==> src/design/tednl_pkg.sv <==
// Shared types and constants for the tracker event decoder.
// No dependencies; imported by every module of the block.
`default_nettype none

package tednl_pkg;

  localparam int QUEUE_DEPTH = 2;

  localparam logic MODE_LOAD   = 1'b0;
  localparam logic MODE_DECODE = 1'b1;

  localparam logic [1:0] NOTE_FOUND   = 2'd0;
  localparam logic [1:0] NOTE_ZERO    = 2'd1;
  localparam logic [1:0] NOTE_NOMATCH = 2'd2;

  localparam logic REG_TRANSPOSE = 1'b0;
  localparam logic REG_TOLERANCE = 1'b1;

  typedef struct packed {
    logic        is_decode;
    logic [5:0]  table_index;
    logic [11:0] table_period;
    logic [4:0]  instrument_num;
    logic [3:0]  effect_code;
    logic [7:0]  effect_param;
    logic [11:0] period;
  } queue_entry_t;

  typedef struct packed {
    logic [4:0]        instrument_num;
    logic [3:0]        effect_code;
    logic [7:0]        effect_param;
    logic [11:0]       period;
    logic [1:0]        note_status;
    logic signed [7:0] note_index;
  } result_t;

  typedef enum logic [2:0] {
    BK_IDLE,
    BK_SEARCH,
    BK_COMPARE,
    BK_TOL_LO,
    BK_TOL_HI,
    BK_RESULT
  } back_state_t;

endpackage

`default_nettype wire

==> src/design/tednl_in_if.sv <==
// Input channel of the tracker event decoder: valid/ready plus item fields.
// No dependencies.
`default_nettype none

interface tednl_in_if;
  logic        valid;
  logic        ready;
  logic        mode;
  logic [5:0]  table_index;
  logic [11:0] table_period;
  logic [31:0] event_word;

  modport source (output valid, mode, table_index, table_period, event_word,
                  input ready);
  modport sink (input valid, mode, table_index, table_period, event_word,
                output ready);
endinterface

`default_nettype wire

==> src/design/tednl_out_if.sv <==
// Result channel of the tracker event decoder: valid/ready plus result fields.
// No dependencies.
`default_nettype none

interface tednl_out_if;
  logic              valid;
  logic              ready;
  logic [4:0]        instrument_num;
  logic [3:0]        effect_code;
  logic [7:0]        effect_param;
  logic [11:0]       period;
  logic [1:0]        note_status;
  logic signed [7:0] note_index;

  modport source (output valid, instrument_num, effect_code, effect_param, period,
                  note_status, note_index, input ready);
  modport sink (input valid, instrument_num, effect_code, effect_param, period,
                note_status, note_index, output ready);
endinterface

`default_nettype wire

==> src/design/tednl_front.sv <==
// Front end: accepts input words, splits events into fields, drops bad loads.
// Depends on tednl_pkg and tednl_in_if.
`default_nettype none

module tednl_front
  import tednl_pkg::*;
#(
  parameter int NOTE_COUNT = 64
) (
  tednl_in_if.sink     in_bus,
  input  wire logic    q_full,
  output queue_entry_t q_data,
  output logic         q_push
);

  logic [7:0] b0, b1, b2, b3;
  logic       load_ok;

  assign b0 = in_bus.event_word[31:24];
  assign b1 = in_bus.event_word[23:16];
  assign b2 = in_bus.event_word[15:8];
  assign b3 = in_bus.event_word[7:0];

  // A load beyond the table is accepted and then forgotten.
  assign load_ok = 9'(in_bus.table_index) < 9'(NOTE_COUNT);

  assign in_bus.ready = !q_full;

  always_comb begin
    q_data.is_decode      = (in_bus.mode == MODE_DECODE);
    q_data.table_index    = in_bus.table_index;
    q_data.table_period   = in_bus.table_period;
    q_data.instrument_num = {b0[4], b2[7:4]};
    q_data.effect_code    = b2[3:0];
    q_data.effect_param   = b3;
    q_data.period         = {b0[3:0], b1};
    q_push = in_bus.valid && !q_full && ((in_bus.mode == MODE_DECODE) || load_ok);
  end

endmodule

`default_nettype wire

==> src/design/tednl_queue.sv <==
// Short first-in first-out queue between the front and back ends.
// Depends on tednl_pkg.
`default_nettype none

module tednl_queue
  import tednl_pkg::*;
(
  input  wire logic          clk,
  input  wire logic          rst_n,
  input  wire logic          push,
  input  wire queue_entry_t  push_data,
  input  wire logic          pop,
  output queue_entry_t       head,
  output logic               full,
  output logic               empty
);

  localparam int PW = (QUEUE_DEPTH > 1) ? $clog2(QUEUE_DEPTH) : 1;
  localparam int CW = $clog2(QUEUE_DEPTH + 1);

  queue_entry_t   slot_r [QUEUE_DEPTH];
  logic [PW-1:0]  wr_ptr_r, wr_ptr_nxt;
  logic [PW-1:0]  rd_ptr_r, rd_ptr_nxt;
  logic [CW-1:0]  count_r, count_nxt;
  logic           do_push, do_pop;

  assign full    = (count_r == CW'(QUEUE_DEPTH));
  assign empty   = (count_r == '0);
  assign head    = slot_r[rd_ptr_r];
  assign do_push = push && !full;
  assign do_pop  = pop && !empty;

  always_comb begin
    wr_ptr_nxt = wr_ptr_r;
    rd_ptr_nxt = rd_ptr_r;
    count_nxt  = count_r;
    if (do_push) begin
      wr_ptr_nxt = (wr_ptr_r == PW'(QUEUE_DEPTH - 1)) ? '0 : wr_ptr_r + PW'(1);
    end
    if (do_pop) begin
      rd_ptr_nxt = (rd_ptr_r == PW'(QUEUE_DEPTH - 1)) ? '0 : rd_ptr_r + PW'(1);
    end
    if (do_push && !do_pop) begin
      count_nxt = count_r + CW'(1);
    end else if (do_pop && !do_push) begin
      count_nxt = count_r - CW'(1);
    end
  end

  always_ff @(posedge clk) begin
    if (!rst_n) begin
      wr_ptr_r <= '0;
      rd_ptr_r <= '0;
      count_r  <= '0;
    end else begin
      wr_ptr_r <= wr_ptr_nxt;
      rd_ptr_r <= rd_ptr_nxt;
      count_r  <= count_nxt;
    end
  end

  always_ff @(posedge clk) begin
    if (do_push) begin
      slot_r[wr_ptr_r] <= push_data;
    end
  end

endmodule

`default_nettype wire

==> src/design/tednl_back.sv <==
// Back end: period table memory, binary search sequencer and result register.
// Depends on tednl_pkg.
`default_nettype none

module tednl_back
  import tednl_pkg::*;
#(
  parameter int NOTE_COUNT = 64
) (
  input  wire logic               clk,
  input  wire logic               rst_n,
  input  wire logic               q_empty,
  input  wire queue_entry_t       q_head,
  output logic                    q_pop,
  input  wire logic signed [6:0]  transpose,
  input  wire logic [5:0]         match_tolerance,
  output result_t                 res,
  output logic                    res_valid,
  input  wire logic               res_ready
);

  localparam int IW = $clog2(NOTE_COUNT);

  logic [11:0]   table_mem [NOTE_COUNT];
  logic [11:0]   rd_data_r;
  logic [IW-1:0] rd_addr;
  logic          wr_en;
  logic [IW-1:0] wr_addr;

  back_state_t   state_r, state_nxt;
  queue_entry_t  entry_r, entry_nxt;
  logic [IW-1:0] lo_r, lo_nxt, hi_r, hi_nxt, mid_r, mid_nxt;
  logic [IW-1:0] idx_r, idx_nxt;
  logic [1:0]    status_r, status_nxt;
  result_t       out_r, out_nxt;
  logic          out_valid_r, out_valid_nxt;

  logic [IW:0]       bound_sum;
  logic [IW-1:0]     mid;
  logic              span_gt1;
  logic              hit, above;
  logic              tol_lo_ok, tol_hi_ok;
  logic              out_free;
  logic signed [9:0] note_sum;
  logic signed [7:0] note_sat;

  assign bound_sum = (IW+1)'(lo_r) + (IW+1)'(hi_r);
  assign mid       = bound_sum[IW:1];
  assign span_gt1  = ((IW+1)'(hi_r) - (IW+1)'(lo_r)) > (IW+1)'(1);
  assign hit       = (rd_data_r == entry_r.period);
  assign above     = (rd_data_r > entry_r.period);
  // The low bracket passes when its entry minus the tolerance reaches the period.
  assign tol_lo_ok = 13'(rd_data_r) <= 13'(entry_r.period) + 13'(match_tolerance);
  assign tol_hi_ok = 13'(rd_data_r) + 13'(match_tolerance) >= 13'(entry_r.period);
  assign out_free  = !out_valid_r || res_ready;
  assign wr_addr   = IW'(q_head.table_index);

  assign note_sum = $signed({2'b00, 8'(idx_r)}) + 10'(transpose);
  always_comb begin
    if (note_sum > 10'sd127) begin
      note_sat = 8'sd127;
    end else if (note_sum < -10'sd128) begin
      note_sat = -8'sd128;
    end else begin
      note_sat = note_sum[7:0];
    end
  end

  // Next state.
  always_comb begin
    state_nxt = state_r;
    case (state_r)
      BK_IDLE: begin
        if (!q_empty && q_head.is_decode) begin
          state_nxt = (q_head.period == '0) ? BK_RESULT : BK_SEARCH;
        end
      end
      BK_SEARCH:  state_nxt = span_gt1 ? BK_COMPARE : BK_TOL_LO;
      BK_COMPARE: state_nxt = hit ? BK_RESULT : BK_SEARCH;
      BK_TOL_LO:  state_nxt = tol_lo_ok ? BK_RESULT : BK_TOL_HI;
      BK_TOL_HI:  state_nxt = BK_RESULT;
      BK_RESULT: begin
        if (out_free) begin
          state_nxt = BK_IDLE;
        end
      end
      default:    state_nxt = BK_IDLE;
    endcase
  end

  // Outputs and datapath.
  always_comb begin
    q_pop         = 1'b0;
    wr_en         = 1'b0;
    rd_addr       = lo_r;
    entry_nxt     = entry_r;
    lo_nxt        = lo_r;
    hi_nxt        = hi_r;
    mid_nxt       = mid_r;
    idx_nxt       = idx_r;
    status_nxt    = status_r;
    out_nxt       = out_r;
    out_valid_nxt = out_valid_r && !res_ready;
    case (state_r)
      BK_IDLE: begin
        if (!q_empty) begin
          q_pop     = 1'b1;
          wr_en     = !q_head.is_decode;
          entry_nxt = q_head;
          lo_nxt    = '0;
          hi_nxt    = IW'(NOTE_COUNT - 1);
          idx_nxt   = '0;
          status_nxt = (q_head.period == '0) ? NOTE_ZERO : NOTE_FOUND;
        end
      end
      BK_SEARCH: begin
        rd_addr = span_gt1 ? mid : lo_r;
        mid_nxt = mid;
      end
      BK_COMPARE: begin
        if (hit) begin
          idx_nxt    = mid_r;
          status_nxt = NOTE_FOUND;
        end else if (above) begin
          lo_nxt = mid_r;
        end else begin
          hi_nxt = mid_r;
        end
      end
      BK_TOL_LO: begin
        rd_addr = hi_r;
        if (tol_lo_ok) begin
          idx_nxt    = lo_r;
          status_nxt = NOTE_FOUND;
        end
      end
      BK_TOL_HI: begin
        if (tol_hi_ok) begin
          idx_nxt    = hi_r;
          status_nxt = NOTE_FOUND;
        end else begin
          status_nxt = NOTE_NOMATCH;
        end
      end
      BK_RESULT: begin
        if (out_free) begin
          out_valid_nxt          = 1'b1;
          out_nxt.instrument_num = entry_r.instrument_num;
          out_nxt.effect_code    = entry_r.effect_code;
          out_nxt.effect_param   = entry_r.effect_param;
          out_nxt.period         = entry_r.period;
          out_nxt.note_status    = status_r;
          out_nxt.note_index     = (status_r == NOTE_FOUND) ? note_sat : 8'sd0;
        end
      end
      default: begin
        q_pop = 1'b0;
      end
    endcase
  end

  always_ff @(posedge clk) begin
    if (!rst_n) begin
      state_r     <= BK_IDLE;
      out_valid_r <= 1'b0;
    end else begin
      state_r     <= state_nxt;
      out_valid_r <= out_valid_nxt;
    end
  end

  always_ff @(posedge clk) begin
    entry_r  <= entry_nxt;
    lo_r     <= lo_nxt;
    hi_r     <= hi_nxt;
    mid_r    <= mid_nxt;
    idx_r    <= idx_nxt;
    status_r <= status_nxt;
    out_r    <= out_nxt;
  end

  always_ff @(posedge clk) begin
    if (wr_en) begin
      table_mem[wr_addr] <= q_head.table_period;
    end
    rd_data_r <= table_mem[rd_addr];
  end

  assign res       = out_r;
  assign res_valid = out_valid_r;

endmodule

`default_nettype wire

==> src/design/tracker_event_decode_note_lookup.sv <==
// Tracker pattern event decoder with period-to-note lookup. Each input word is
// either a table load (mode 0), which writes one entry of a descending period
// table and produces no result, or an event decode (mode 1), which produces one
// result: sample number, effect code, effect parameter, 12-bit period, and a
// note index found by binary search of the period table, offset by the signed
// transpose register. A period of zero reports status "period zero" without a
// table read; a period that misses the table by more than match_tolerance
// reports "no match". All table entries must be loaded before the first decode.
// Timing: the front end accepts one word per cycle while its two-word queue has room,
// so input words keep flowing while a result waits on the output until the queue
// fills. The back end takes a load in its idle state and runs a decode as a
// sequence of states: each search probe issues the address to the table memory
// and then compares its registered read data, followed by up to two tolerance
// reads and the result.
// Configuration writes take effect on the next cycle and must be made while
// the block is idle.
// Depends on tednl_pkg, tednl_in_if, tednl_out_if and the front, queue and
// back modules.
`default_nettype none

module tracker_event_decode_note_lookup
  import tednl_pkg::*;
#(
  parameter int NOTE_COUNT = 64
) (
  input  wire logic       clk,
  input  wire logic       rst_n,
  tednl_in_if.sink        in_bus,
  tednl_out_if.source     out_bus,
  input  wire logic       cfg_we,
  input  wire logic       cfg_index,
  input  wire logic [6:0] cfg_data
);

  // Configuration registers.
  logic signed [6:0] transpose_r, transpose_nxt;
  logic [5:0]        tolerance_r, tolerance_nxt;

  queue_entry_t push_data, q_head;
  logic         q_push, q_pop, q_full, q_empty;
  result_t      res;
  logic         res_valid;

  always_comb begin
    transpose_nxt = transpose_r;
    tolerance_nxt = tolerance_r;
    if (cfg_we) begin
      case (cfg_index)
        REG_TRANSPOSE: transpose_nxt = $signed(cfg_data);
        REG_TOLERANCE: tolerance_nxt = cfg_data[5:0];
        default:       transpose_nxt = transpose_r;
      endcase
    end
  end

  always_ff @(posedge clk) begin
    if (!rst_n) begin
      transpose_r <= 7'sd0;
      tolerance_r <= 6'd2;
    end else begin
      transpose_r <= transpose_nxt;
      tolerance_r <= tolerance_nxt;
    end
  end

  // The front end classifies each word and drops loads beyond the table.
  tednl_front #(.NOTE_COUNT(NOTE_COUNT)) u_front (
    .in_bus (in_bus),
    .q_full (q_full),
    .q_data (push_data),
    .q_push (q_push)
  );

  // Words stay in order through the queue, so a load always lands before
  // any decode that follows it.
  tednl_queue u_queue (
    .clk       (clk),
    .rst_n     (rst_n),
    .push      (q_push),
    .push_data (push_data),
    .pop       (q_pop),
    .head      (q_head),
    .full      (q_full),
    .empty     (q_empty)
  );

  tednl_back #(.NOTE_COUNT(NOTE_COUNT)) u_back (
    .clk             (clk),
    .rst_n           (rst_n),
    .q_empty         (q_empty),
    .q_head          (q_head),
    .q_pop           (q_pop),
    .transpose       (transpose_r),
    .match_tolerance (tolerance_r),
    .res             (res),
    .res_valid       (res_valid),
    .res_ready       (out_bus.ready)
  );

  assign out_bus.valid          = res_valid;
  assign out_bus.instrument_num = res.instrument_num;
  assign out_bus.effect_code    = res.effect_code;
  assign out_bus.effect_param   = res.effect_param;
  assign out_bus.period         = res.period;
  assign out_bus.note_status    = res.note_status;
  assign out_bus.note_index     = res.note_index;

endmodule

`default_nettype wire

==> src/flat_wrapper.sv <==
// flat-port wrapper written by rule: the top's interface ports become plain ports
module tracker_event_decode_note_lookup_flat import tednl_pkg::*;
#(
  parameter int NOTE_COUNT = 64
)
  (clk, rst_n, cfg_we, cfg_index, cfg_data, in_bus_valid, in_bus_mode, in_bus_table_index, in_bus_table_period, in_bus_event_word, in_bus_ready, out_bus_valid, out_bus_instrument_num, out_bus_effect_code, out_bus_effect_param, out_bus_period, out_bus_note_status, out_bus_note_index, out_bus_ready);
  tednl_in_if in_bus_i ();
  tednl_out_if out_bus_i ();
  input  wire logic clk;
  input  wire logic rst_n;
  input  wire logic cfg_we;
  input  wire logic cfg_index;
  input  wire logic [6:0] cfg_data;
  input wire logic [$bits(in_bus_i.valid)-1:0] in_bus_valid;
  input wire logic [$bits(in_bus_i.mode)-1:0] in_bus_mode;
  input wire logic [$bits(in_bus_i.table_index)-1:0] in_bus_table_index;
  input wire logic [$bits(in_bus_i.table_period)-1:0] in_bus_table_period;
  input wire logic [$bits(in_bus_i.event_word)-1:0] in_bus_event_word;
  output wire logic [$bits(in_bus_i.ready)-1:0] in_bus_ready;
  output wire logic [$bits(out_bus_i.valid)-1:0] out_bus_valid;
  output wire logic [$bits(out_bus_i.instrument_num)-1:0] out_bus_instrument_num;
  output wire logic [$bits(out_bus_i.effect_code)-1:0] out_bus_effect_code;
  output wire logic [$bits(out_bus_i.effect_param)-1:0] out_bus_effect_param;
  output wire logic [$bits(out_bus_i.period)-1:0] out_bus_period;
  output wire logic [$bits(out_bus_i.note_status)-1:0] out_bus_note_status;
  output wire logic [$bits(out_bus_i.note_index)-1:0] out_bus_note_index;
  input wire logic [$bits(out_bus_i.ready)-1:0] out_bus_ready;
  assign in_bus_i.valid = in_bus_valid;
  assign in_bus_i.mode = in_bus_mode;
  assign in_bus_i.table_index = in_bus_table_index;
  assign in_bus_i.table_period = in_bus_table_period;
  assign in_bus_i.event_word = in_bus_event_word;
  assign in_bus_ready = in_bus_i.ready;
  assign out_bus_valid = out_bus_i.valid;
  assign out_bus_instrument_num = out_bus_i.instrument_num;
  assign out_bus_effect_code = out_bus_i.effect_code;
  assign out_bus_effect_param = out_bus_i.effect_param;
  assign out_bus_period = out_bus_i.period;
  assign out_bus_note_status = out_bus_i.note_status;
  assign out_bus_note_index = out_bus_i.note_index;
  assign out_bus_i.ready = out_bus_ready;
  tracker_event_decode_note_lookup #(.NOTE_COUNT(NOTE_COUNT)) u_core (.clk(clk), .rst_n(rst_n), .in_bus(in_bus_i), .out_bus(out_bus_i), .cfg_we(cfg_we), .cfg_index(cfg_index), .cfg_data(cfg_data));
endmodule
==> config.mk <==
export PLATFORM = sky130hd
export DESIGN_NAME = tracker_event_decode_note_lookup_flat
export DESIGN_NICKNAME = d
export VERILOG_FILES = /design/src/design/tednl_pkg.sv /design/src/design/tednl_in_if.sv /design/src/design/tednl_out_if.sv /design/src/design/tednl_front.sv /design/src/design/tednl_queue.sv /design/src/design/tednl_back.sv /design/src/design/tracker_event_decode_note_lookup.sv /design/src/flat_wrapper.sv
export SDC_FILE = /design/constraint.sdc
export NUM_CORES = 1
export LEC_CHECK = 0
export BUFFER_PORTS_ARGS = -buffer_cell sky130_fd_sc_hd__buf_2
export CAP_MARGIN = 0
export CELL_PAD_IN_SITES_DETAIL_PLACEMENT = 2
export CELL_PAD_IN_SITES_GLOBAL_PLACEMENT = 2
export CORE_ASPECT_RATIO = 0.6
export CORE_MARGIN = 2
export CORE_UTILIZATION = 49
export DETAILED_ROUTE_END_ITERATION = 16
export HOLD_SLACK_MARGIN = 0.15
export PLACE_DENSITY_LB_ADDON = 0.25
export SLEW_MARGIN = 30
export SYNTH_ARGS = -nofsm -noshare
export SYNTH_HDL_FRONTEND = slang
export SYNTH_SLANG_ARGS = --single-unit
==> constraint.sdc <==
create_clock -name clk -period 11.1 [get_ports clk]
set_input_delay 0.555 -clock clk [delete_from_list [all_inputs] [get_ports clk]]
set_output_delay 0.555 -clock clk [all_outputs]
set_load 0.005 [all_outputs]
### Yosys cells after proc, flatten, opt, wreduce, memory -nomap -nowiden

Memories as Yosys holds them, arrays and structs flattened. A register that Yosys moved wholly into a read port is not among the register bits.
Cells that the tools add are included.

| storage, ports and cells | value |
|---|---|
| latch bits | 0 |
| memories kept | 2 |
| RAM bits | 864 |
| bits in registers | 115 |
| ROM bits | 0 |
| word-level logic and storage cells | 136 |
| output and inout port bits | 41 |
| bits of input ports | 64 |

Memory list:

| name | depth | width | rd ports | clocked after Yosys merged registers in | wr ports | RTL line | source |
|---|---|---|---|---|---|---|---|
| u_core.u_back.table_mem | 64 | 12 | 1 | 1 | 1 | tednl_back.sv:24 | `logic [11:0] table_mem [NOTE_COUNT];` |
| u_core.u_queue.slot_r | 2 | 48 | 1 | 1 | 1 | tednl_queue.sv:21 | `queue_entry_t slot_r [QUEUE_DEPTH];` |

| operators by class | value |
|---|---|
| multiply operators | 0 |
| bitwise operators | 3 |
| multiplexer cells | 45 |
| order comparisons | 6 |
| divide/modulo/power cells | 0 |
| reductions and logical operators | 32 |
| equal/unequal tests | 16 |
| $add $sub $neg | 9 |
| shift operators | 0 |

Operators by type and width:

| cell | count |
|---|---|
| $mux 6 | 10 |
| $pmux 6 s2 | 3 |
| $add 12x6->13 | 2 |
| $pmux 6 s4 | 1 |
| $ne 2x2->1 const B | 9 |
| $pmux 3 s6 | 1 |
| $mux 1 | 17 |
| $ge 13x12->1 | 1 |
| $le 12x13->1 | 1 |
| $eq 12x12->1 | 1 |
| $gt 12x12->1 | 1 |
| $logic_not 12->1 | 1 |
| $mux 2 | 6 |
| $mux 3 | 4 |
| $reduce_and 4->1 | 3 |
| $reduce_and 2->1 | 5 |
| $add 7x7->8 | 1 |
| $gt 8x8->1 const B | 1 |
| $lt 8x8->1 const B | 1 |
| $mux 8 | 1 |
| $pmux 2 s4 | 1 |
| $add 6x6->7 | 1 |
| $gt 7x1->1 const B | 1 |
| $logic_and 1x1->1 | 7 |
| other kinds (18) | 31 |

### Logic depth before layout (Yosys ltp)

Gate-level depths: netlist of run 1.

| depth | value |
|---|---|
| depth in word-level cells | 8 |
| depth in mapped cells | 19 |
| mapped depth without buffers | 19 |

### Modules after synthesis

Synthesis of run 1 repeated with hierarchy kept, for this count alone.

| unflattened totals | value |
|---|---|
| cells, all modules | 3007 |
| area total of the unflattened synthesis | 41044.4 um^2 |

By module, submodules not included:

| module | sequential area each (um^2) | cells an instance | times used | area an instance (um^2) |
|---|---|---|---|---|
| tednl_back | 26205.1 | 2730 | 1 | 36467.5 |
| tednl_queue | 2982.9 | 174 | 1 | 3697.3 |
| tracker_event_decode_note_lookup | 260.2 | 53 | 1 | 509.2 |
| tednl_front | 0.0 | 50 | 1 | 370.4 |

### Worst setup path after synthesis of run 1

OpenSTA, ideal clock, no wires.

| path | value |
|---|---|
| kind | reg2reg |
| from | reg u_core.u_back.entry_r[0] (netlist name) |
| to | reg u_core.u_back.idx_r[0] (enable) |
| stages on the path, launching flop included | 20 |
| path slack | 7.262 ns |
| path buffers | 0 |
| required time | 10.714 ns |
| library setup time | 0.386 ns |
| clock period less this slack | 3.838 ns |
| arrival | 3.453 ns |
| path through | edfxtp_1 -> ha_1 -> inv_1 -> fa_1 -> inv_1 -> a21oi_1 -> o21bai_1 -> a21o_1 -> a21o_1 -> and3_1 -> nand3_1 -> xnor2_1 -> ha_1 -> o21ai_0 -> nand2b_1 -> a21oi_1 -> a311oi_1 -> nand2_1 -> a21oi_1 -> nor4_1 |

| between the ends | value |
|---|---|
| cells in the longest elaborated chain, start to end | 4 |
| elaborated cells on any way between the ends | 8 |
| classes of those cells | 1 x add/sub; 2 x order compare; 4 x eq/ne; 1 x reduce/logical |

RTL lines:

| item | RTL line | source |
|---|---|---|
| from (decl) | tednl_back.sv:31 | `queue_entry_t entry_r, entry_nxt;` |
| from (signal assigned) | tednl_back.sv:173 | `entry_r <= entry_nxt;` |
| $add 12x6->13 | tednl_back.sv:53 | `assign tol_lo_ok = 13'(rd_data_r) <= 13'(entry_r.period) + 13'(match_tolerance);` |
| $le 12x13->1 | tednl_back.sv:53 |  |
| $ne 2x2->1 (no source line) | -- |  |
| $reduce_and 5->1 (no source line) * | -- |  |
| to (signal assigned) | tednl_back.sv:177 | `idx_r <= idx_nxt;` |
| to (decl) | tednl_back.sv:33 | `logic [IW-1:0] idx_r, idx_nxt;` |

Every way passes the cells marked *; elsewhere a longest branch is shown, timed or not.
A chain may end at the register's enable or synchronous reset.

### Worst setup path after layout of run 1

| path | value |
|---|---|
| from | reg u_core.u_back.lo_r[0] |
| to | reg u_core.u_back.rd_data_r[2] (read register of u_core.u_back.table_mem) |

| between the ends | value |
|---|---|
| cells in the longest elaborated chain, start to end | 4 |
| elaborated cells on any way between the ends | 5 |
| classes of those cells | 2 x add/sub; 1 x order compare; 2 x mux |

RTL lines:

| item | RTL line | source |
|---|---|---|
| from (decl) | tednl_back.sv:32 | `logic [IW-1:0] lo_r, lo_nxt, hi_r, hi_nxt, mid_r, mid_nxt;` |
| from (signal assigned) | tednl_back.sv:174 | `lo_r <= lo_nxt;` |
| $sub 6x6->7 | tednl_back.sv:49 | `assign span_gt1 = ((IW+1)'(hi_r) - (IW+1)'(lo_r)) > (IW+1)'(1);` |
| $gt 7x1->1 | tednl_back.sv:49 |  |
| $mux 6 | tednl_back.sv:117 | `rd_addr = span_gt1 ? mid : lo_r;` |
| $pmux 6 s2 * | tednl_back.sv:104 | `case (state_r)` |
| to (decl) | tednl_back.sv:25 | `logic [11:0] rd_data_r;` |

Marked as above.

==> results of run 1 <==
## layout make-up
cell class / instances / area (um2) / share of cell area (%)
repair buffers: 236 / 1710 / 3.74
clock buffers: 124 / 2570 / 5.61
inverters: 42 / 158 / 0.344
clock inverters: 43 / 372 / 0.812
well taps: 1079 / 1350 / 2.95
flip-flops and latches: 992 / 29400 / 64.3
multi-input cells: 1565 / 10200 / 22.2
diodes: 1 / 2.50 / 0.00547
## critical path: stages, from the launching register on
cell and delay (ns):
edfxtp_1 0.47, ha_1 0.28, fa_1 0.40, nor2b_1 0.23
o21ai_0 0.21, a21o_1 0.28, nor3_4 0.49, o21a_4 0.48
buf_4 0.54, buf_12 0.65, mux2i_1 0.35, a221oi_1 0.14
a21oi_1 0.52, a31oi_1 0.22, or4_1 0.74
## repair_timing
item | CTS | global route
hold endpoints to repair | 101 | 0
gates resized for setup | 0 | 0
hold buffers | 52 | 0
## per-stage QoR
| step | power [mW] | instances | hold slack [ns] | cell area, um2 |
|---|---|---|---|---|
| 3_5_place_dp | 10.4 | 3861 | 0.414 | 42200 |
| 3_3_place_gp | 9.84 | 3861 | 0.403 | 42200 |
| 5_1_grt | 14.5 | 4081 | 0.172 | 45800 |
| 4_1_cts | 13.9 | 4080 | 0.152 | 45700 |
| 2_1_floorplan | 8.22 | 2748 | 0.400 | 40300 |
| 6_report | 14.2 | 4082 | 0.180 | 45800 |
## routing by layer
metal | part of all wire, % | GRT usage [%] | vias up
li1 | - | - | 10900
met1 | 40 | 49.2 | 14500
met2 | 48 | 61.8 | 1556
met3 | 7.8 | 7.11 | 404
met4 | 4.3 | 16.0 | 10
met5 | 0.046 | 0 | -
## final timing paths
check | end | slack (ns) | depth (start not counted)
worst max-delay path | u_core.u_back.rd_data_r[2] | 4.79 | 14
worst min-delay path | u_core.tolerance_r[4] | 0.18 | 3
worst max register to register | u_core.u_back.rd_data_r[2] | 4.79 | 14
worst min register to register | u_core.u_back.res[26] | 0.43 | 0
## power breakdown
part	switching [mW]	internal [mW]	total, mW
clock network	1.58	1.75	3.33
registers	0.196	4.69	4.88
logic	4.38	1.57	5.95
## cell families after synthesis
| kind of cell | count (synthesis) | share of synthesized area [%] |
|---|---|---|
| compound gates | 601 | 9.59 |
| simple gates | 660 | 7.06 |
| buf+inv | 191 | 2.09 |
| fa+ha+maj | 72 | 2.33 |
| xor+xnor | 30 | 0.652 |
| mux | 202 | 5.16 |
| flops | 992 | 73.1 |
## registers in the layout, indices dropped and copies added (netlist names), 3 cells and up, named ones only
register                 flops
u_core.transpose_r           7
u_core.u_back.state_r        3
u_core.tolerance_r           6
u_core.u_back.table_mem    768
u_core.u_back.hi_r           6
u_core.u_back.lo_r           6
u_core.u_back.rd_data_r     12
u_core.u_back.entry_r       29
u_core.u_back.mid_r          6
u_core.u_back.res           39
u_core.u_queue.slot_r       96
u_core.u_back.idx_r          6
## cell usage after synthesis, types with 12 or more instances
cell type,n
nor2b_1,22
a21oi_1,289
nor2_1,94
a221oi_1,101
nor4_1,19
a221o_1,26
mux2_2,46
nand3_1,35
edfxtp_1,958
buf_2,58
a21o_1,22
and2_1,13
nand2_1,411
inv_1,42
buf_4,14
or4_1,12
a31oi_1,68
mux2i_1,156
clkbuf_1,67
ha_1,67
xnor2_1,21
dfxtp_1,34
o21ai_0,24
==> results.cfg, run 1 <==
[clock_tree]
cts_tree = yes
post_cts.repair.setup_buffers = 0
cts_sinks = 992
path_clk_slew_ns = 0.07
cts_buffers = 91
clock_latency_ns = 0.73
cts_root_buf = clkbuf_16
cts_buffer_depth = 3
h-tree-depth = 3

[synthesis]
synth_flop_cell = edfxtp_1
syn_area_per_cell_um2 = 14.7
syn_area_mm2 = 0.0403
synth_top_area_share_pct = 71.4
syn_nets = 2884
synth_cell_types = 58
async_reset_ff_share_pct = 0
synthTopCellsByArea = edfxtp_1, mux2i_1, nand2_1, a21oi_1, a221oi_1
syn_inst = 2748
synth-edff-count = 958
synth_warnings = 0
yosysSeqAreaShare_pct = 73.1
synth_seq_cells = 992
synth_top_area_cell = edfxtp_1

[sta]
setup_viol = 0
fmax_ghz = 0.159
finalSetupTns_ns = 0
drv_slew = 0
rsz0062_at_grt = no
layout_setup_ws_ns = 4.79
post-route-period-util_pct = 56.8
timing.slew.headroom_pct = 25.0
skew_ns = 0.0442
finalHoldViolCount = 0
worstMarginPinSlew_ns = 1.12
min_period_ns = 6.31

[global_routing]
grt.overflow.total = 0
grt_antenna_before_repair = 9
grt_pass1_wl_um = 224000
grt_util_all_layers_pct = 37.6
grt_pass1_vias = 29300
grt_max_degree = 150

[power_and_ir_drop]
powerDensity_mw_per_mm2 = 309
max-vdd-ir-drop_mv = 0.873
p_leak_nw = 15.9

[setup_path]
crit_type = reg -> reg
end_kind = register
startpoint_type = register
critPathLaunch = u_core.u_back.lo_r[0]
r2r_start = u_core.u_back.lo_r[0]
cp.required_ns = 11.61
critPathMaxFanout = 129
worst-endpoint-arrival_ns = 6.82

[drt]
drt_iter0_markers = 3374
ant_nets = 0
route.detailed.drc = 0
drtPass1Iterations = 6
routedWlPerCell_um = 38.6
num_vias = 27400
vias_per_cell = 6.72
totalWireLength_um = 158000

[placement]
io_buffer_count = 101
dp_hpwl_um = 91300
dp_slack_ns = 5.10
gp_congestion = 0.864

[finish]
fillers = 7064
utilization_pct = 56.2
final_cell_mix = edfxtp_1, nand2_1, a21oi_1, mux2i_1, buf_2
area_growth_pct = 13.6
nets = 3064
final_common_cell = edfxtp_1
drive_above_1_share_pct = 13.3

[outcome]
status = complete, no violations

[min_path]
hold_path_class = in -> reg
hp-start = cfg_data[4]

[floorplan]
die-area_mm2 = 0.0846
initial_core_util_pct = 49.5
die_h_um = 226
boundaryPins = 105
num_rows = 81
coreArea_mm2 = 0.0814
die_x_um = 374

[job]
maxCapViolations = 0
(Power assumes the default switching activity.)
==> run 2, diff against run 1 <==
--- a/config.mk
+++ b/config.mk
@@ -11,7 +11,7 @@
 export CELL_PAD_IN_SITES_GLOBAL_PLACEMENT = 2
 export CORE_ASPECT_RATIO = 0.6
 export CORE_MARGIN = 2
-export CORE_UTILIZATION = 49
+export CORE_UTILIZATION = 46
 export DETAILED_ROUTE_END_ITERATION = 16
 export HOLD_SLACK_MARGIN = 0.15
 export PLACE_DENSITY_LB_ADDON = 0.25
==> constraint.sdc (replaced) <==
create_clock -name clk -period 6.13 [get_ports clk]
set_input_delay 0.3065 -clock clk [delete_from_list [all_inputs] [get_ports clk]]
set_output_delay 0.3065 -clock clk [all_outputs]
set_load 0.005 [all_outputs]
==> run 2 against run 1 <==
  * Combinational power is 82% higher
  * Utilization shrank 2.9 points
  * Cell count increased by 3.7%
  * Critical path type unchanged
  * Largest cell class unchanged
==> results.cfg, run 2 (synthesis gave the netlist of run 1 again) <==
[outcome]
status = complete, no violations

[setup_path]
crit_chain = ha_1 > fa_1 > nor2b_1 > o21ai_0 > a21oi_1 > nand3_1 > a32o_1 > o21ai_4 > buf_4 > a31oi_1 > a21oi_1 > a21oi_1 > or4_1
crit_top_cell = a21oi_1
worst-endpoint-arrival_ns = 5.77
path_buf_inv = 1
cp.required_ns = 6.69
critPathMaxFanout = 18
crit_type = reg -> reg
end_kind = register
cpPeakStageDelay_ns = 0.74
crit_slowest_cell = o21ai_4
startpoint_type = register
crit_family = compound AO/OA/AOI/OAI gates

[clock_tree]
path_clk_slew_ns = 0.07
h-tree-depth = 3
cts_tree = yes
post_cts.repair.setup_buffers = 0
cts_buffers = 93
cts_buffer_depth = 3
clock_latency_ns = 0.71
cts_root_buf = clkbuf_16
cts_sinks = 992
cts_resized = 0

[drt]
route.detailed.drc = 0
ant_nets = 0
drtPass1Iterations = 5
vias_per_cell = 6.29
routedWlPerCell_um = 34.5
num_vias = 26600
drt_iter0_markers = 2666
totalWireLength_um = 146000

[global_routing]
grt_max_degree = 72
grt_pass1_wl_um = 209000
grt_util_all_layers_pct = 32.6
grt_pass1_vias = 28600
grt_antenna_before_repair = 6
grt.overflow.total = 0

[sta]
post-route-period-util_pct = 85.0
rsz0062_at_grt = no
worstMarginPinSlew_ns = 1.08
timing.slew.headroom_pct = 28.3
finalHoldViolCount = 0
min_period_ns = 5.21
fmax_ghz = 0.192
finalSetupTns_ns = 0
skew_ns = 0.0354
whs_ns = 0.339
layout_setup_ws_ns = 0.919
setup_viol = 0
drv_slew = 0

[power_and_ir_drop]
clockPowerShare_pct = 23.0
p_comb_share_pct = 42.3
swShare_pct = 42.0
p_leak_nw = 16.2
internal-power_mw = 14.8
powerDensity_mw_per_mm2 = 550
max-vdd-ir-drop_mv = 0.383
p_sw_mw = 10.7
power_frac_seq_pct = 34.7

[finish]
drive_above_1_share_pct = 13.8
final_cells = 4235
final_common_cell = edfxtp_1
area_growth_pct = 15.3
nets = 3133
final_cell_mix = edfxtp_1, nand2_1, a21oi_1, mux2i_1, buf_4
largest_register = u_core.u_back.table_mem
postLayoutCellArea_mm2 = 0.0464
largest_register_ffs = 768

[floorplan]
die_x_um = 386
initial_core_util_pct = 46.2
die_h_um = 233
num_rows = 84
boundaryPins = 105
coreArea_mm2 = 0.0871
die-area_mm2 = 0.0900

[placement]
io_buffer_count = 101
gp_congestion = 0.832
placed_area_mm2 = 0.0428
dp_slack_ns = 0.975
dp_hpwl_um = 89000
numPlacedInstances = 3994

[min_path]
hold_path_class = in -> reg

[job]
maxCapViolations = 0
[run 2: cell types whose count changed in the layout (fill, tap and decap cells not counted), moves of 7 or more]
cell / previous run / this run
buf_12: 5 / 14
buf_4: 76 / 117
clkinv_1: 11 / 25
clkinv_2: 21 / 11
dlygate4sd3_1: 52 / 69
nor2_4: 9 / 2
[run 2: layout make-up]
cell class | count | area [um2]
multi-input cells | 1565 | 10100
well taps | 1161 | 1450
repair buffers | 303 | 2380
clock inverters | 45 | 367
diodes | 2 | 5.00
flip-flops and latches | 992 | 29400
clock buffers | 125 | 2530
fillers | 7805 | 40700
inverters | 42 | 158
[run 2: power groups by stage]
stage / clock (mW) / combinational (mW) / sequential, mW
global route: 6.15 / 11.4 / 8.87
global placement: 0 / 9.42 / 8.91
floorplan: 0 / 6.12 / 8.76
detailed placement: 0 / 10.3 / 8.98
finish: 5.88 / 10.8 / 8.86
CTS: 5.88 / 10.6 / 8.84
[run 2: worst paths after layout]
path / cells after the start / to / from / slack [ns]
max: 13 / u_core.u_back.rd_data_r[4] / u_core.u_back.lo_r[0] / 0.92
min: 2 / u_core.u_queue.slot_r[0][1] / in_bus_event_word[17] / 0.34
max reg2reg: 13 / u_core.u_back.rd_data_r[4] / u_core.u_back.lo_r[0] / 0.92
min reg2reg: 0 / u_core.u_back.res[25] / u_core.u_back.entry_r[15] / 0.43
[run 2: routing by layer]
| layer | up-vias | global-route usage (%) | share of wire, % | routed length (um) |
|---|---|---|---|---|
| met2 | 1086 | 54.0 | 49 | 71100 |
| met1 | 14200 | 44.5 | 42 | 61700 |
| met5 | - | 0 | 0.023 | 33 |
| met4 | 2 | 9.50 | 2.8 | 4160 |
| li1 | 11100 | - | - | - |
| met3 | 260 | 5.32 | 6.4 | 9360 |
[run 2: metrics by stage]
stage | power (mW) | util [%]
6_report | 25.5 | 53.3
5_1_grt | 26.4 | 53.3
4_1_cts | 25.3 | 53.3
3_5_place_dp | 19.3 | 49.2
3_3_place_gp | 18.3 | 49.1
2_1_floorplan | 14.9 | -
[run 2: repair_timing]
action	CTS	global route
endpoints found under the setup margin	0	0
hold endpoints to repair	118	0
hold buffers	69	0
